===== src/rtl/b64d_pkg.sv =====
`timescale 1ns / 1ps

package b64d_pkg;

  // Configuration register indexes.
  localparam int unsigned CFG_IDX_W = 3;
  localparam logic [CFG_IDX_W-1:0] CFG_CHAR_62     = 3'd0;
  localparam logic [CFG_IDX_W-1:0] CFG_CHAR_63     = 3'd1;
  localparam logic [CFG_IDX_W-1:0] CFG_PAD_CHAR    = 3'd2;
  localparam logic [CFG_IDX_W-1:0] CFG_SKIP_BAD    = 3'd3;
  localparam logic [CFG_IDX_W-1:0] CFG_STRICT      = 3'd4;
  localparam logic [CFG_IDX_W-1:0] CFG_LINE_BREAKS = 3'd5;

  // Register values after reset.
  localparam logic [7:0] RST_CHAR_62  = 8'd43;
  localparam logic [7:0] RST_CHAR_63  = 8'd47;
  localparam logic [7:0] RST_PAD_CHAR = 8'd61;

  localparam logic [7:0] CHAR_CR = 8'd13;
  localparam logic [7:0] CHAR_LF = 8'd10;

  // Result queue: one group can push three results while earlier ones drain.
  localparam int unsigned QDEPTH = 6;
  localparam int unsigned QCW    = $clog2(QDEPTH + 1);

  typedef enum logic [1:0] {
    ST_OK       = 2'd0,
    ST_BAD_CHAR = 2'd1,
    ST_STRICT   = 2'd2,
    ST_LONE     = 2'd3
  } status_e;

  typedef struct packed {
    logic [7:0] data;
    logic       valid;
    logic       fin;
    status_e    status;
  } res_t;

  typedef struct packed {
    logic           fail;
    logic [1:0]     n;
    res_t [2:0]     res;
  } grp_t;

  typedef struct packed {
    logic       hit;
    logic [5:0] val;
  } lut_t;

  localparam res_t RES_IDLE = '{data: 8'd0, valid: 1'b0, fin: 1'b0, status: ST_OK};

  // Standard alphabet; the two configurable characters are checked last.
  function automatic lut_t b64d_lookup(input logic [7:0] b, input logic [7:0] c62,
                                       input logic [7:0] c63);
    lut_t r;
    r.hit = 1'b1;
    r.val = 6'd0;
    if (b >= "A" && b <= "Z") begin
      r.val = 6'(b - 8'd65);
    end else if (b >= "a" && b <= "z") begin
      r.val = 6'(b - 8'd71);
    end else if (b >= "0" && b <= "9") begin
      r.val = 6'(b + 8'd4);
    end else if (b == c62) begin
      r.val = 6'd62;
    end else if (b == c63) begin
      r.val = 6'd63;
    end else begin
      r.hit = 1'b0;
    end
    return r;
  endfunction

  // Turns a four-sextet word into its decoded bytes, or one strict error.
  function automatic grp_t b64d_group(input logic [23:0] word, input logic skip2,
                                      input logic skip1, input logic strict,
                                      input logic at_end);
    grp_t g;
    logic [7:0] b0;
    logic [7:0] b1;
    logic [7:0] b2;
    b0 = word[23:16];
    b1 = word[15:8];
    b2 = word[7:0];
    g.fail = strict && ((skip2 && (b1 != 8'd0 || b2 != 8'd0)) ||
                        (skip1 && b2 != 8'd0));
    g.res[0] = '{data: b0, valid: 1'b1, fin: 1'b0, status: ST_OK};
    g.res[1] = '{data: b1, valid: 1'b1, fin: 1'b0, status: ST_OK};
    g.res[2] = '{data: b2, valid: 1'b1, fin: at_end, status: ST_OK};
    if (g.fail) begin
      g.n = 2'd1;
      g.res[0] = '{data: 8'd0, valid: 1'b0, fin: 1'b1, status: ST_STRICT};
    end else if (skip2) begin
      g.n = 2'd1;
      g.res[0].fin = at_end;
    end else if (skip1) begin
      g.n = 2'd2;
      g.res[1].fin = at_end;
    end else begin
      g.n = 2'd3;
    end
    return g;
  endfunction

endpackage


===== src/rtl/base64_stream_decoder.sv =====
`timescale 1ns / 1ps

// Base64 stream decoder. One text character enters per item on the input
// channel (in_valid_i / in_ready_o); an item with end_marker_i set closes
// the message and flushes a partial group. Decoded bytes and status items
// leave one per item on the output channel (out_valid_o / out_ready_i).
// Configuration registers are written over the cfg channel, which is always
// ready; write them only while no item is in flight.
// Results are registered and queue behind any still waiting. Throughput:
// one input item per cycle; in_ready_o drops while more than three results
// wait, which happens only when the receiver stalls. A completed group of
// four characters yields up to three results at once; they sit in a
// six-entry result queue and drain one per cycle while taken, so a steady
// stream of one character per cycle never stalls on a receiver that always
// takes. Reset empties the queue, clears the group and error state and
// restores the default alphabet, pad and mode registers.
module base64_stream_decoder (
  input  logic                          clk_i,
  input  logic                          rst_ni,
  input  logic                          in_valid_i,
  output logic                          in_ready_o,
  input  logic [7:0]                    text_byte_i,
  input  logic                          end_marker_i,
  output logic                          out_valid_o,
  input  logic                          out_ready_i,
  output logic [7:0]                    data_byte_o,
  output logic                          byte_valid_o,
  output logic                          final_result_o,
  output logic [1:0]                    status_o,
  input  logic                          cfg_valid_i,
  output logic                          cfg_ready_o,
  input  logic [b64d_pkg::CFG_IDX_W-1:0] cfg_index_i,
  input  logic [7:0]                    cfg_data_i
);
  import b64d_pkg::*;

  logic [7:0] c62_q, c63_q, pad_q;
  logic       skip_bad_q, strict_q, crlf_q;

  logic [17:0] buf_q, buf_d;
  logic [1:0]  pos_q, pos_d;
  logic [2:0]  skip_q, skip_d;
  logic        halt_q, halt_d;

  res_t           q_q [QDEPTH];
  res_t           q_d [QDEPTH];
  logic [QCW-1:0] cnt_q, cnt_d;

  logic           acc, pop;
  logic [QCW-1:0] base;
  logic [QCW-1:0] off;
  logic [1:0]     n_res;
  res_t [2:0]     res;

  lut_t        lut;
  logic        is_pad, is_brk;
  logic [5:0]  sext;
  logic [2:0]  skip_n;
  logic [3:0]  skip_end;
  logic [23:0] end_word;
  grp_t        grp_full, grp_end;

  assign cfg_ready_o = 1'b1;
  assign in_ready_o  = cnt_q <= QCW'(QDEPTH - 3);
  assign acc         = in_valid_i && in_ready_o;
  assign pop         = out_valid_o && out_ready_i;

  always_ff @(posedge clk_i or negedge rst_ni) begin
    if (!rst_ni) begin
      c62_q      <= RST_CHAR_62;
      c63_q      <= RST_CHAR_63;
      pad_q      <= RST_PAD_CHAR;
      skip_bad_q <= 1'b1;
      strict_q   <= 1'b0;
      crlf_q     <= 1'b1;
    end else if (cfg_valid_i && cfg_ready_o) begin
      case (cfg_index_i)
        CFG_CHAR_62:     c62_q      <= cfg_data_i;
        CFG_CHAR_63:     c63_q      <= cfg_data_i;
        CFG_PAD_CHAR:    pad_q      <= cfg_data_i;
        CFG_SKIP_BAD:    skip_bad_q <= cfg_data_i[0];
        CFG_STRICT:      strict_q   <= cfg_data_i[0];
        CFG_LINE_BREAKS: crlf_q     <= cfg_data_i[0];
        default: ;
      endcase
    end
  end

  // Character classification and group assembly.
  always_comb begin
    lut      = b64d_lookup(text_byte_i, c62_q, c63_q);
    is_pad   = (pad_q != 8'd0) && (text_byte_i == pad_q);
    is_brk   = crlf_q && (text_byte_i == CHAR_CR || text_byte_i == CHAR_LF);
    sext     = is_pad ? 6'd0 : lut.val;
    skip_n   = (is_pad && skip_q != 3'd7) ? skip_q + 3'd1 : skip_q;
    // A flush fills the missing sextets with zeros and counts them as skipped.
    skip_end = {1'b0, skip_q} + 4'd4 - {2'b00, pos_q};
    end_word = (pos_q == 2'd2) ? {buf_q[11:0], 12'd0} : {buf_q, 6'd0};
    grp_full = b64d_group({buf_q, sext}, skip_n >= 3'd2, skip_n == 3'd1,
                          strict_q, 1'b0);
    grp_end  = b64d_group(end_word, skip_end >= 4'd2, skip_end == 4'd1,
                          strict_q, 1'b1);

    buf_d  = buf_q;
    pos_d  = pos_q;
    skip_d = skip_q;
    halt_d = halt_q;
    n_res  = 2'd0;
    res    = {RES_IDLE, RES_IDLE, RES_IDLE};

    if (acc) begin
      if (end_marker_i) begin
        buf_d  = '0;
        pos_d  = '0;
        skip_d = '0;
        halt_d = 1'b0;
        if (!halt_q && pos_q == 2'd1) begin
          n_res  = 2'd1;
          res[0] = '{data: 8'd0, valid: 1'b0, fin: 1'b1, status: ST_LONE};
        end else if (!halt_q && pos_q >= 2'd2) begin
          n_res = grp_end.n;
          res   = grp_end.res;
        end
      end else if (!halt_q) begin
        if (is_pad || lut.hit) begin
          skip_d = skip_n;
          if (pos_q != 2'd3) begin
            buf_d = {buf_q[11:0], sext};
            pos_d = pos_q + 2'd1;
          end else begin
            buf_d  = '0;
            pos_d  = '0;
            skip_d = '0;
            n_res  = grp_full.n;
            res    = grp_full.res;
            halt_d = grp_full.fail;
          end
        end else if (!is_brk && !skip_bad_q) begin
          buf_d  = '0;
          pos_d  = '0;
          skip_d = '0;
          halt_d = 1'b1;
          n_res  = 2'd1;
          res[0] = '{data: 8'd0, valid: 1'b0, fin: 1'b1, status: ST_BAD_CHAR};
        end
      end
    end
  end

  // Result queue: entry zero is the output register; a pop shifts the rest
  // down and new results land right behind the survivors.
  always_comb begin
    base  = cnt_q - QCW'(pop);
    cnt_d = base + QCW'(n_res);
    off   = '0;
    for (int i = 0; i < QDEPTH; i++) begin
      if (pop && i < QDEPTH - 1) begin
        q_d[i] = q_q[i + 1];
      end else begin
        q_d[i] = q_q[i];
      end
      off = QCW'(i) - base;
      if (QCW'(i) >= base && off < QCW'(n_res)) begin
        q_d[i] = res[off[1:0]];
      end
    end
  end

  always_ff @(posedge clk_i or negedge rst_ni) begin
    if (!rst_ni) begin
      buf_q  <= '0;
      pos_q  <= '0;
      skip_q <= '0;
      halt_q <= 1'b0;
      cnt_q  <= '0;
    end else begin
      buf_q  <= buf_d;
      pos_q  <= pos_d;
      skip_q <= skip_d;
      halt_q <= halt_d;
      cnt_q  <= cnt_d;
    end
  end

  always_ff @(posedge clk_i) begin
    q_q <= q_d;
  end

  assign out_valid_o    = cnt_q != '0;
  assign data_byte_o    = q_q[0].data;
  assign byte_valid_o   = q_q[0].valid;
  assign final_result_o = q_q[0].fin;
  assign status_o       = q_q[0].status;

endmodule


===== config.mk =====
export PLATFORM = sky130hd
export DESIGN_NAME = base64_stream_decoder
export DESIGN_NICKNAME = d
export VERILOG_FILES = /design/src/rtl/b64d_pkg.sv /design/src/rtl/base64_stream_decoder.sv
export SDC_FILE = /design/constraint.sdc
export NUM_CORES = 1
export LEC_CHECK = 0
export ABC_AREA = 1
export BUFFER_PORTS_ARGS = -buffer_cell sky130_fd_sc_hd__buf_4
export CORE_MARGIN = 4
export CORE_UTILIZATION = 35
export CTS_CLUSTER_DIAMETER = 100
export DETAILED_ROUTE_END_ITERATION = 8
export PLACE_DENSITY_LB_ADDON = 0.3
export SYNTH_ARGS = -nofsm -noshare
export SYNTH_HDL_FRONTEND = slang
export SYNTH_SLANG_ARGS = --single-unit

===== constraint.sdc =====
create_clock -name clk_i -period 6.2 [get_ports clk_i]
set_input_delay 1.55 -clock clk_i [delete_from_list [all_inputs] [get_ports clk_i]]
set_output_delay 1.55 -clock clk_i [all_outputs]
set_load 0.02 [all_outputs]

After elaboration in Yosys (flattened, before gate mapping)
Cells that the tools add are included.

Register bits after elaboration: 126. Bits in latches: 0. Bits in writable memories: 0. ROM bits: 0. Output and inout port bits: 15. Logic and storage cells: 236. Memories: 0.

Add/subtract/negate cells: 15. Multipliers: 0. Div/mod/pow operators: 0. Magnitude comparators: 28. Equal/unequal tests: 17. Shift operators: 0. Muxes and demuxes: 89. Bitwise logic cells: 0. Reductions and logical operators: 52.

Operator list (count): two-way mux 12 bit (18); two-way mux 36 bit (5); binary-select mux 12 bit (select 2 bit) (6); two-way mux 18 bit (5); two-way mux 24 bit (3); nonzero test 8 bit (5); two-way mux 2 bit (18); two-way mux 6 bit (6); == test 8 bit (3); logical AND 1 bit (23); two-way mux 3 bit (7); two-way mux 1 bit (19); less-than comparator 2 x 3 -> 1 bit (second input constant) (6); less-than comparator 3 x 2 -> 1 bit (6); two-way mux 9 bit (2); == test 8 x 4 -> 1 bit (second input constant) (2); greater-or-equal comparator 8 x 7 -> 1 bit (second input constant) (2); less-or-equal comparator 8 x 7 -> 1 bit (second input constant) (2); AND reduction 2 bit (6); nonzero test 2 bit (5); greater-or-equal comparator 8 x 6 -> 1 bit (second input constant) (1); less-or-equal comparator 8 x 6 -> 1 bit (second input constant) (1); adder 6 x 3 -> 6 bit (second input constant) (1); == test 3 x 1 -> 1 bit (second input constant) (2); other kinds (30) (47).

Longest topological paths before layout
Word-level depth: 21. Depth in mapped cells: 32. Gate-level depth less buffers: 29.

Least setup slack after synthesis
Ideal clock, no wire load.

Path kind: input to register. Start point: input port text_byte_i[0]. End point: register q_q[0] (netlist bit), enable pin. Setup time: 0.449 ns. Arrival: 6.052 ns. Data required time: 5.751 ns. Path slack: -0.301 ns. Stages on the path: 26. Path buffers: 2. Cell sequence: buf_2 > inv_2 > ha_1 > inv_1 > nand2_1 > nand2_1 > nor2_1 > o21ai_2 > nand2_2 > o21ai_0 > inv_1 > nand2_1 > nand2_1 > nor2_1 > nand3_2 > nand2_2 > nand2_2 > nand2_4 > buf_8 > inv_1 > nor2_1 > inv_1 > ha_1 > inv_1 > nor2_1 > a2111oi_0.

Word-level cells in the longest chain between the ends: 20. Elaborated cells between the ends (all ways): 55. Classes of those cells: add/sub: 3; order compare: 8; eq/ne: 6; mux: 21; reduce/logical: 17.

RTL lines: from (decl) (RTL line base64_stream_decoder.sv:22) `input logic [7:0] text_byte_i,`; parallel branches: the longest is 14 deep, another holds greater-or-equal comparator 8 x 6 -> 1 bit; two-way mux 2 bit (*) (RTL line base64_stream_decoder.sv:125) `if (is_pad || lut.hit) begin`; two-way mux 2 bit (*) (RTL line base64_stream_decoder.sv:124) `end else if (!halt_q) begin`; two-way mux 2 bit (*) (RTL line base64_stream_decoder.sv:112) `if (end_marker_i) begin`; two-way mux 2 bit (*) (RTL line base64_stream_decoder.sv:111) `if (acc) begin`; less-than comparator 3 x 2 -> 1 bit (*) (RTL line base64_stream_decoder.sv:163) `if (QCW'(i) >= base && off < QCW'(n_res)) begin`; logical AND 1 bit (*) (RTL line base64_stream_decoder.sv:163); to (signal assigned) (RTL line base64_stream_decoder.sv:186) `q_q <= q_d;`; to (decl) (RTL line base64_stream_decoder.sv:45) `res_t q_q [QDEPTH];`.

Mark *: on every way between the ends. A chain may end at the register's enable or synchronous reset.

Worst setup path in the final report
Start point: input port text_byte_i[1]. End point: register q_q[34] (netlist bit), enable pin.

Word-level cells in the longest chain between the ends: 21. Elaborated cells between the ends (all ways): 56. Classes of those cells: add/sub: 3; order compare: 8; eq/ne: 6; mux: 21; reduce/logical: 18.

RTL lines (RTL line): parallel branches: the longest is 14 deep, another holds greater-or-equal comparator 8 x 6 -> 1 bit; two-way mux 2 bit (*) (base64_stream_decoder.sv:125); two-way mux 2 bit (*) (base64_stream_decoder.sv:124); two-way mux 2 bit (*) (base64_stream_decoder.sv:112); two-way mux 2 bit (*) (base64_stream_decoder.sv:111); less-than comparator 3 x 2 -> 1 bit (*) (base64_stream_decoder.sv:163); logical AND 1 bit (*) (base64_stream_decoder.sv:163); nonzero test 2 bit (no source line) (*).

Marks and branches as above.

==> out/qor.csv <==
stage;metric;value;unit
power_and_ir_drop;internal-power;2700;uW
global_routing;grt_pass1_wl;36590;um
routing;drtIter0Drc;605;
critical_path;r2r_slack;1.22;ns
power_and_ir_drop;clkPwrFrac;0.198;
cells_and_area;final_layout_size_suffix_gt1_frac;0.1348;
synthesis;syn_inst;1091;
place;io_buffers;38;
timing;hold_slack;0.5009;ns
floorplanning;io_pins;40;
routing;drtPass1Iterations;5;
routing;routed_via_density;5.033;
timing;setup_viol;0;
global_routing;globalRouteOverflowTotal;0;
place;dp_hpwl;16690;um
clock_network;cts_setup_buffers;0;
routing;avgRoutedWirePerCell;15.75;um
hold_path;min_path_type;reg2reg;
critical_path;cp_common_cell;inv_1;
timing;worst_slew_pin_slew;0.8001;ns
routing;drc;0;
critical_path;critPathLaunchType;primary input;
routing;routed_wl;22660;um
outcome;outcome;complete, no violations;
power_and_ir_drop;power.switching;2259;uW
power_and_ir_drop;combinationalPowerShare;0.491;
global_routing;grt_use_met2;0.2779;
clock_network;clockBufferDepth;2;
global_routing;grt_max_degree;55;
timing;hold_viol_final;0;
synthesis;ys_ff_latch;126;
critical_path;critical_path_required;6.25;ns
synthesis;yosys_most_used_dff;edfxtp_1;
synthesis;syn_avg_cell_area;7.702;sq um
hold_path;min_delay_path_depth;2;
hold_path;min_from;c62_q[3]$_DFFE_PN1P_;
global_routing;antenna_found_initial;0;
synthesis;synthSimpleGateAreaFrac;0.3051;
cells_and_area;area_growth;12.54;%
synthesis;synth_cell_types;49;
global_routing;grt_use_total;0.1738;
clock_network;hold_buffers;0;
synthesis;synth_compound_area_frac;0.09023;
critical_path;cp_max_fo;17;
hold_path;holdPathEnd;c62_q[3]$_DFFE_PN1P_;
cells_and_area;antenna_cells;0;
timing;relSlewSlack;0.4653;
clock_network;cts_tree;yes;
critical_path;arrival;5.56;ns
global_routing;gr-usage-met3;0.03037;
power_and_ir_drop;ir_worst_vdd;0.5822;mV
timing;clock-skew-final;0.02215;ns
place;gp_congestion;0.8943;
floorplanning;die_h;162.9;um
clock_network;clk_latency;0.43;ns
power_and_ir_drop;p_leak;0.004342;uW
critical_path;critPathKind;in2reg;
timing;fmax;181.6;MHz
flow_run;cap_violations;0;
clock_network;path_clk_slew;0.06;ns
cells_and_area;final_core_util;0.4017;
clock_network;cts_resized;0;
power_and_ir_drop;power_frac_seq;0.311;
synthesis;synthAdderAreaFrac;0.05688;
synthesis;synth_async_sr_flop_share;0.4286;
power_and_ir_drop;power.density;524.5;nW/um^2
timing;slew_violations;0;
critical_path;worstSetupEndpointType;flip-flop;
timing;fin_crit;5.506;ns
timing;rsz0062_at_grt;false;
floorplanning;core_area;23540;sq um
floorplanning;die_w;162.9;um
synthesis;synthesis.nets;1153;
floorplanning;die_area;26550;sq um
clock_network;cts_buffers;17;
critical_path;slowest_delay;0.51;ns
synthesis;synth_xor_area_frac;0.02501;
clock_network;htreeDepth;4;
synthesis;synth_top_family_by_area;simple AND/OR/NAND/NOR gates;
synthesis;yosysWarnings;0;
critical_path;r2r_cells;19;
cells_and_area;fin_nets;1169;
global_routing;top_usage_layer;met2;
clock_network;cts_root_buf;clkbuf_16;
routing;vias;7243;
synthesis;syn_area;8403;sq um
timing;timing.final.crit_share;0.8881;
synthesis;synth_edf_count;72;
critical_path;slowest_stage;nand2_1;
timing;finalSetupTns;0;ns
clock_network;cts_sinks;126;
critical_path;r2r-end;q_q[34]$_DFFE_PP_;
floorplanning;rows;56;
floorplanning;start_util;0.3569;
synthesis;synth-seq-area-share;0.4205;
critical_path;r2r-start;pos_q[1]$_DFFE_PN0P_;
routing;antenna_left;0;
synthesis;synthMuxAreaShare;0;
global_routing;use_met1;0.2415;
power_and_ir_drop;switching_share;0.4556;
global_routing;grt_pass1_vias;6788;
## area by class of cell
| class | instances | area [sq um] |
|---|---|---|
| Clock buffer | 17 | 425.4 |
| Fill cell | 2414 | 14090 |
| Clock inverter | 15 | 146.4 |
| Multi-Input combinational cell | 772 | 4026 |
| Sequential cell | 126 | 3533 |
| Tap cell | 319 | 399.1 |
| Inverter | 136 | 520.5 |
| Timing Repair Buffer | 54 | 405.4 |
## per-layer routing
layer / routed length (um) / share of wire / up-vias
met5: 0 / 0 / -
met4: 465 / 0.021 / 0
met3: 1269 / 0.056 / 38
met2: 10470 / 0.46 / 240
met1: 10450 / 0.46 / 3368
li1: - / - / 3597
## layout by cell type, fill, tap and decap left out, drive strengths merged, types with 6 or more instances in the layout
master and count:
o21ai 74, buf 54, nor2 58, nor3 6
dfrtp 38, and2 7, ha 35, dfstp 16
o22ai 24, nand4 24, inv 141, clkbuf 17
nand2 361, clkinv 6, edfxtp 72, xor2 9
a21oi 24, xnor2 15, nand3 110
## flip-flops by register name, indices dropped and copies added (netlist names), 2 cells and up
register and cells:
skip_q 3, buf_q 18, pad_q 8, pos_q 2, c63_q 8, cnt_q 3, q_q 60, c62_q 8
status_o 2, data_byte_o 8
## stage by stage
stage / cell area (sq um) / cells / worst slack (ns) / total power (uW)
2_1_floorplan: 8404 / 1091 / 0.2724 / 3308
3_3_place_gp: 8885 / 1407 / 0.3621 / 3952
3_5_place_dp: 8885 / 1407 / 0.3054 / 3970
4_1_cts: 9457 / 1439 / 0.7268 / 4964
5_1_grt: 9457 / 1439 / 0.2242 / 5330
6_report: 9457 / 1439 / 0.6938 / 4960
## cell usage after synthesis, types with 6 or more instances
library cell / number / area share
xnor2_1: 15 / 0.016
a21oi_1: 23 / 0.014
dfstp_2: 16 / 0.050
xor2_1: 9 / 0.0094
buf_4: 23 / 0.021
nand4_1: 23 / 0.017
clkbuf_1: 13 / 0.0058
and2_1: 7 / 0.0052
nand2_1: 349 / 0.16
ha_1: 35 / 0.052
nor2_1: 50 / 0.022
nand3_2: 12 / 0.014
buf_2: 19 / 0.011
nor3_1: 6 / 0.0036
dfrtp_1: 38 / 0.11
o22ai_1: 24 / 0.018
edfxtp_1: 72 / 0.26
inv_1: 125 / 0.056
o21ai_0: 68 / 0.041
nand3_1: 97 / 0.058
nand2_2: 11 / 0.0082
## worst max-delay path by stage
stage | from | to | slack (ns) | depth (start not counted)
after global placement | text_byte_i[1] | q_q[28]$_DFFE_PP_ | 0.36 | 26
final | text_byte_i[1] | q_q[34]$_DFFE_PP_ | 0.69 | 26
after CTS | text_byte_i[1] | q_q[34]$_DFFE_PP_ | 0.73 | 26
after detailed placement | text_byte_i[1] | q_q[28]$_DFFE_PP_ | 0.31 | 26
after global routing | text_byte_i[1] | q_q[34]$_DFFE_PP_ | 0.22 | 26
after floorplan | text_byte_i[0] | q_q[0]$_DFFE_PP_ | 0.27 | 26
## logic make-up (layout without fill, tap and decap cells)
family          count (synthesis)  in the layout
fa+ha+maj                      37             37
other cells                     1              1
compound gates                135            135
flops                         126            126
buf+inv                       193            222
xor+xnor                       24             24
simple gates                  575            575
## power groups by stage
stage / Combinational, uW / Sequential (uW) / Clock, uW
4_1_cts: 2430 / 1540 / 997
5_1_grt: 2730 / 1570 / 1040
3_5_place_dp: 2420 / 1550 / 0
2_1_floorplan: 1780 / 1520 / 0
3_3_place_gp: 2400 / 1550 / 0
6_report: 2440 / 1540 / 983
## critical path: cells and delay by family
family / cells / cell delay [ns]
adder cells (fa/ha/maj): 2 / 0.52
AND/OR/NAND/NOR: 15 / 2.43
buffers and inverters: 7 / 0.72
AO/OA/AOI/OAI: 2 / 0.36
Power figures use the tool's default switching activity.
